==> src/rtl/core/zbd_pkg.sv <==
package zbd_pkg;

    // Store geometry and dash length
    localparam int MAX_COLUMNS = 512;
    localparam int MAX_ROWS    = 512;
    localparam int DASH_LENGTH = 10;
    localparam int STORE_SIZE  = MAX_COLUMNS * MAX_ROWS;
    localparam int ADDR_W      = (STORE_SIZE > 1) ? $clog2(STORE_SIZE) : 1;
    localparam int CNT_W       = $clog2(DASH_LENGTH + 1);

    // Field widths
    localparam int OP_W      = 3;
    localparam int COORD_W   = 16;
    localparam int DEPTH_W   = 32;
    localparam int COLOR_W   = 24;
    localparam int CFG_W     = 10;
    localparam int CFG_IDX_W = 2;

    // Operation codes
    localparam logic [OP_W-1:0] OP_CLEAR  = 3'd0;
    localparam logic [OP_W-1:0] OP_FILL   = 3'd1;
    localparam logic [OP_W-1:0] OP_BORDER = 3'd2;
    localparam logic [OP_W-1:0] OP_DASH   = 3'd3;
    localparam logic [OP_W-1:0] OP_READ   = 3'd4;

    // Configuration register indexes
    localparam logic [CFG_IDX_W-1:0] CFG_COLUMNS = 2'd0;
    localparam logic [CFG_IDX_W-1:0] CFG_ROWS    = 2'd1;
    localparam logic [CFG_W-1:0]     CFG_RESET   = 10'd512;

    // Cleared pixel contents
    localparam logic [DEPTH_W-1:0] DEPTH_FLOOR = 32'h8000_0000;
    localparam logic [COLOR_W-1:0] WHITE       = 24'hFF_FFFF;

    typedef logic [ADDR_W-1:0] addr_t;

    // One pixel of the store
    typedef struct packed {
        logic [DEPTH_W-1:0] depth;
        logic [COLOR_W-1:0] color;
    } pixel_t;

    // An accepted item as held during its read-modify-write cycle
    typedef struct packed {
        logic [OP_W-1:0]    op;
        logic [DEPTH_W-1:0] depth;
        logic [COLOR_W-1:0] color;
        logic               new_edge;
        logic               in_area;
    } item_t;

    // One result transaction
    typedef struct packed {
        logic [COLOR_W-1:0] read_color;
        logic [DEPTH_W-1:0] read_depth;
        logic               inside_res;
        logic               wrote;
    } result_t;

    // Swap the red and blue bytes of a 0xBBGGRR color.
    function automatic logic [COLOR_W-1:0] swap_red_blue(input logic [COLOR_W-1:0] c);
        return {c[7:0], c[15:8], c[23:16]};
    endfunction

endpackage

==> src/rtl/core/zbd_fragment.sv <==
module zbd_fragment (
    input  logic              clk,
    input  logic              rst_n,
    input  logic              exec_en,
    input  zbd_pkg::item_t    item,
    input  zbd_pkg::pixel_t   stored,
    output logic              wr_en,
    output zbd_pkg::pixel_t   wr_word,
    output zbd_pkg::result_t  result
);
    import zbd_pkg::*;

    logic             dash_active_reg;
    logic             dash_active_next;
    logic             dash_drawing_reg;
    logic             dash_drawing_next;
    logic [CNT_W-1:0] dash_count_reg;
    logic [CNT_W-1:0] dash_count_next;
    logic [CNT_W-1:0] count_inc;
    logic             nearer;
    logic             not_behind;
    logic             hidden;

    // Depth comparisons against the stored pixel.
    assign nearer     = $signed(item.depth) > $signed(stored.depth);
    assign not_behind = $signed(item.depth) >= $signed(stored.depth);
    assign hidden     = $signed(stored.depth) > $signed(item.depth);

    // Depth test, dash machine and read formatting.
    always_comb
    begin
        wr_en             = 1'b0;
        wr_word           = stored;
        result            = '0;
        dash_active_next  = dash_active_reg;
        dash_drawing_next = dash_drawing_reg;
        dash_count_next   = dash_count_reg;
        count_inc         = '0;
        case (item.op)
            OP_FILL:
            begin
                result.inside_res = item.in_area;
                if (item.in_area && nearer)
                begin
                    wr_en         = 1'b1;
                    wr_word.depth = item.depth;
                    wr_word.color = item.color;
                    result.wrote  = 1'b1;
                end
            end
            OP_BORDER:
            begin
                result.inside_res = item.in_area;
                if (item.in_area && not_behind)
                begin
                    wr_en         = 1'b1;
                    wr_word.depth = item.depth;
                    wr_word.color = item.color;
                    result.wrote  = 1'b1;
                end
            end
            OP_DASH:
            begin
                result.inside_res = item.in_area;
                if (item.new_edge)
                begin
                    dash_active_next  = 1'b0;
                    dash_drawing_next = 1'b0;
                end
                if (item.in_area)
                begin
                    if (hidden)
                    begin
                        if (!dash_active_next)
                        begin
                            dash_active_next  = 1'b1;
                            dash_drawing_next = 1'b1;
                            dash_count_next   = '0;
                        end
                    end
                    else
                    begin
                        dash_active_next = 1'b0;
                    end
                    if (dash_active_next)
                    begin
                        if (dash_drawing_next)
                        begin
                            wr_en         = 1'b1;
                            wr_word.color = item.color;
                            result.wrote  = 1'b1;
                        end
                        count_inc = dash_count_next + CNT_W'(1);
                        if (count_inc >= CNT_W'(DASH_LENGTH))
                        begin
                            dash_drawing_next = !dash_drawing_next;
                            dash_count_next   = '0;
                        end
                        else
                        begin
                            dash_count_next = count_inc;
                        end
                    end
                end
            end
            OP_READ:
            begin
                result.inside_res = item.in_area;
                if (item.in_area)
                begin
                    result.read_color = swap_red_blue(stored.color);
                    result.read_depth = stored.depth;
                end
            end
            default:
            begin
                result = '0;
            end
        endcase
    end

    // Dash state advances only on the execute cycle of a dash fragment.
    always_ff @(posedge clk or negedge rst_n)
    begin
        if (!rst_n)
        begin
            dash_active_reg  <= 1'b0;
            dash_drawing_reg <= 1'b0;
            dash_count_reg   <= '0;
        end
        else if (exec_en)
        begin
            dash_active_reg  <= dash_active_next;
            dash_drawing_reg <= dash_drawing_next;
            dash_count_reg   <= dash_count_next;
        end
    end

    // A store write on the execute cycle is only for a pixel inside the active rectangle.
    assert property (@(posedge clk) disable iff (!rst_n)
        wr_en && exec_en |-> item.in_area)
        else $error("store write for a pixel outside the active rectangle");

endmodule

==> config.mk <==
export PLATFORM = sky130hd
export DESIGN_NAME = zbd_fragment
export DESIGN_NICKNAME = d
export VERILOG_FILES = /design/src/rtl/core/zbd_pkg.sv /design/src/rtl/core/zbd_fragment.sv
export SDC_FILE = /design/constraint.sdc
export NUM_CORES = 1
export LEC_CHECK = 0
export BUFFER_PORTS_ARGS = -buffer_cell sky130_fd_sc_hd__buf_2
export CELL_PAD_IN_SITES_DETAIL_PLACEMENT = 1
export CELL_PAD_IN_SITES_GLOBAL_PLACEMENT = 1
export CORE_UTILIZATION = 22
export DETAILED_ROUTE_END_ITERATION = 6
export PLACE_DENSITY = 0.89
export SYNTH_ARGS = -nofsm -noshare
export SYNTH_HDL_FRONTEND = slang
export SYNTH_SLANG_ARGS = --single-unit
==> constraint.sdc <==
create_clock -name clk -period 3.03 [get_ports clk]
set_clock_uncertainty 0.2 [all_clocks]
set_input_delay 0.303 -clock clk [delete_from_list [all_inputs] [get_ports clk]]
set_output_delay 0.303 -clock clk [all_outputs]
set_load 0.05 [all_outputs]
* Yosys cells after proc, flatten, opt, wreduce, memory -nomap -nowiden
Index checks and enable logic that the tools add are counted.
** Operators by class
- Mux-type cells :: 36
- Shift operators :: 0
- Reduce and logical (&&, ||, !) cells :: 6
- Equal/unequal tests :: 4
- Bitwise logic cells :: 0
- Order comparisons :: 4
- $mul :: 0
- Add/subtract/negate cells :: 1
- Div/mod/pow operators :: 0
** Operators with widths (number)
- 2-to-1 mux 56 bit :: 4
- 2-to-1 mux 24 bit :: 3
- case mux 24 bit (3 select lines) :: 1
- greater-than comparator 32 bit :: 2
- case mux 32 bit (2 select lines) :: 1
- greater-or-equal comparator 32 bit :: 1
- 2-to-1 mux 4 bit :: 6
- 2-to-1 mux 1 bit :: 20
- == test 3 x 2 -> 1 bit (second input constant) :: 2
- adder 4 x 1 -> 4 bit (second input constant) :: 1
- greater-or-equal comparator 4 bit (second input constant) :: 1
- OR reduction 4 bit :: 1
- == test 3 x 1 -> 1 bit (second input constant) :: 1
- == test 3 bit (second input constant) :: 1
- case mux 1 bit (3 select lines) :: 1
- AND reduction 3 bit :: 1
- logical AND 1 bit :: 2
- AND reduction 2 bit :: 1
- logical NOT 1 bit :: 1
** Storage, ports and cells
- RAM bits :: 0
- Memories :: 0
- Output and inout port bits :: 115
- Memory bits (read-only) :: 0
- Register bits after elaboration :: 6
- Word-level logic and storage cells :: 54
- Latch bits :: 0

* Logic depth before layout (Yosys ltp)
- Depth after elaboration :: 11
- Depth in mapped cells :: 18
- Gate-level depth less buffers :: 18

* Worst setup path before layout
OpenSTA, ideal clock, no wires.
- Path type :: input port to output port
- From :: input port item[57] (netlist bit)
- To :: output port wr_word[14] (netlist bit)
- Slack :: -865 ps
- Stages :: 13
- Buffers on the path :: 3
- Data required time :: 2527 ps
- Data arrival time :: 3392 ps
- Path through :: inv_1 > ha_1 > nand4_1 > or3_1 > o21a_1 > o32ai_1 > a41o_1 > and4b_1 > buf_6 > a21o_1 > buf_6 > buf_6 > mux2i_1
** RTL lines
- start: declaration :: RTL line zbd_fragment.sv:5 : input zbd_pkg::item_t item,
- end: declaration :: RTL line zbd_fragment.sv:8 : output zbd_pkg::pixel_t wr_word,

==> qor.csv <==
metric;value;unit
outcome;finished, violations left;
failing checks;negative setup slack;
Hold Path Class;in2reg;
r2r startpoint;dash_active_reg;
Hold Crit Start;item[1];
CTS H-tree lvls;1;
area of the core;10900;um2
detailed-route via count;3793;
Synth Area in Compound Gates;0.122;
Synth Area in Simple Gates;0.269;
# setup viols final;61;
Placement Setup Slack;-0.574;ns
Detailed Route WL;14900;um
startpoint types;input port;
Clk Latency, worst-skew pair;0.23;ns
row count;38;
chip width;109;um
number of synthesized flops with an enable pin;0;
share of flip-flops with an asynchronous set or reset;1.00;
placed insts;763;
sequential-to-total area share from yosys stat;0.0601;
P&R area growth vs syn;136;%
Final Util;0.539;
CTS buffer count;3;
nets;792;
Adder-Cell Fraction of Synth Area;0.170;
CTS tree;built;
Initial DRC Count;213;
VDD IR-drop max;0.236;mV
number of global-route vias before repair;4242;
Max-slew headroom;0.654;
routed vias/inst;4.88;
final hold vios;0;
hold depth;4;
Mapped Avg Cell Area;7.02;um2
Syn. warnings;0;
Worst Tran Pin Value;0.519;ns
Worst-path clk slew;0.04;ns
Yosys top cell area share;0.170;
minimum clock period after layout;3.51;ns
Leak;2.96;nW
crit path max-delay cell type;or3_1;
drt pass-1 iters;4;
Tot GR Track Use;0.236;
Post-route DRC;0;
initial antenna violation count;1;
Final Instance Area;5890;um2
max-cap violation count;0;
gp weighted congestion;0.801;
Syn Inst Count;356;
commonest non-fill, non-tap cell in the layout;buf_2;
per-cell routed wire length;19.2;um
ys flop type;dfrtp_1;
PnR Total Power;1.49;mW
final hold slack;0.196;ns
placed cell area;4750;um2
I/O pin total;235;
worst path cell trace;buf_8, inv_4, ha_4, nand4_1, or3_1, o21a_1, o32ai_2, a41o_1, and4b_2, a21o_4, buf_12, mux2i_4, buf_6;
CTS sink cnt;6;
die height;109;um
filler instances;1287;
arrival time at the worst endpoint;3.01;ns
Port Buffer Count;234;
max FFs per register;4;
share of cells above drive strength 1;0.667;
cell taking the most area after synthesis;ha_1;
endpoint class of the critical path;output port;
first-pass GRT wire length;21500;um
main combinational cell family by area after synthesis;simple AND/OR/NAND/NOR gates;
Fmax;285;MHz
DP HPWL;11000;um
GR Overflow Total;0;
Netlist cell types;39;
max incr delay on CP;0.44;ns
reg2reg end;dash_drawing_reg;
Synth area leaders;ha_1, mux2_2, mux2i_1;
proportion of synthesized area in mux cells;0.236;
Crit Path Category;in2out;
unrepaired setup endpoints after global routing;true;
CP max FO;7;
Sum Neg Setup Slack;-25.42;ns
Post-Syn Area;2500;um2
WP data required;2.53;ns
Slew Viols, Final;0;
Non-Filler Instances;777;
Hold Crit Endpoint;dash_active_reg;
Antenna Nets Post-Route;0;
Die Footprint;11800;um2
root buffer cell;clkbuf_16;
Syn Nets;510;
Reg2Reg Depth;11;
r2r setup slk;0.90;ns
final worst-path cycle share;1.16;
fin worst setup slack;-0.480;ns
commonest cells after routing, fill and taps aside;buf_2, buf_6, buf_4;
clock buffer depth;2;
number of synthesized register bits;6;
Post-Synth XOR/XNOR Area;0.0105;
power per cell area;253;nW/um2
largest net degree at the start of global routing;51;
Initial Util;0.229;
-- timing repair --
| item | 4_1_cts | 5_1_grt |
|---|---|---|
| endpoints found under the setup margin | 62 | 63 |
| cloned | 1 | 1 |
| pin swaps | 33 | 18 |
| hold buffers | 1 | 0 |
| buffers inserted | 7 | 4 |
| hold endpoints to repair | 6 | 0 |
| resized for setup | 224 | 29 |
-- worst max-delay path: cells and delay by family --
kind | cells | cell delay (ns)
and+or+nand+nor | 3 | 0.90
AOI/OAI and AO/OA | 4 | 0.83
buffers and inverters | 4 | 0.45
muxes | 1 | 0.26
adders and majority gates | 1 | 0.25
-- worst max path at each step --
stage                          start     endpoint  slack, ns  depth (start not counted)
after global routing        item[53]   wr_word[7]      -0.61                         13
after floorplan             item[48]  wr_word[14]      -0.33                         13
final                       item[53]  wr_word[19]      -0.48                         13
after CTS                 stored[50]   wr_word[3]      -0.36                         12
after global placement      item[36]   wr_word[1]      -0.52                         14
after detailed placement    item[33]  wr_word[38]      -0.57                         13
-- final cells by class --
cell class	instances	area [um2]	area share
multi-input combinational	272	2850	0.483
timing repair buffer	296	2390	0.405
inverter	59	256	0.0435
tap	140	175	0.0297
sequential	6	150	0.0255
clock buffer	3	75.1	0.0127
antenna	1	2.50	0.000425
-- per-layer routing --
layer / GRT usage / vias up / part of all wire
met4: 0.120 / 0 / 0.050
li1: - / 1776 / -
met1: 0.232 / 1799 / 0.35
met3: 0.0319 / 52 / 0.045
met5: 0 / - / 0
met2: 0.473 / 166 / 0.56
-- kinds of logic (layout without fill, tap and decap cells) --
| family | after synthesis | after routing |
|---|---|---|
| flops | 6 | 6 |
| mux | 55 | 55 |
| simple gates | 132 | 132 |
| xor+xnor | 3 | 3 |
| compound gates | 48 | 48 |
| other cells | 0 | 1 |
| buf+inv | 78 | 358 |
| fa+ha+maj | 34 | 34 |
-- synthesized netlist by cell type (2+ instances only) --
cell type and number:
o21a_1 4, and2_1 33, o31ai_1 2, inv_1 59, clkbuf_1 11, a21oi_1 17
xnor2_1 3, dfrtp_1 6, nor3_1 26, ha_1 34, o21ai_0 9, nand3_1 3
nor4_1 2, nor2_1 7, nand4_1 7, buf_6 4, mux2_2 31, a22o_1 2
a21o_1 4, nor2b_1 2, o211ai_1 3, and4_1 2, buf_2 3, mux2i_1 24
nand2_1 44
-- power by group --
| group | leakage (nW) | internal (mW) | switching [mW] |
|---|---|---|---|
| clock network | 0.0370 | 0.169 | 0.0427 |
| logic | 2.85 | 0.521 | 0.649 |
| registers | 0.0760 | 0.0924 | 0.0151 |
| total | 2.96 | 0.783 | 0.707 |
(Power assumes the default switching activity.)
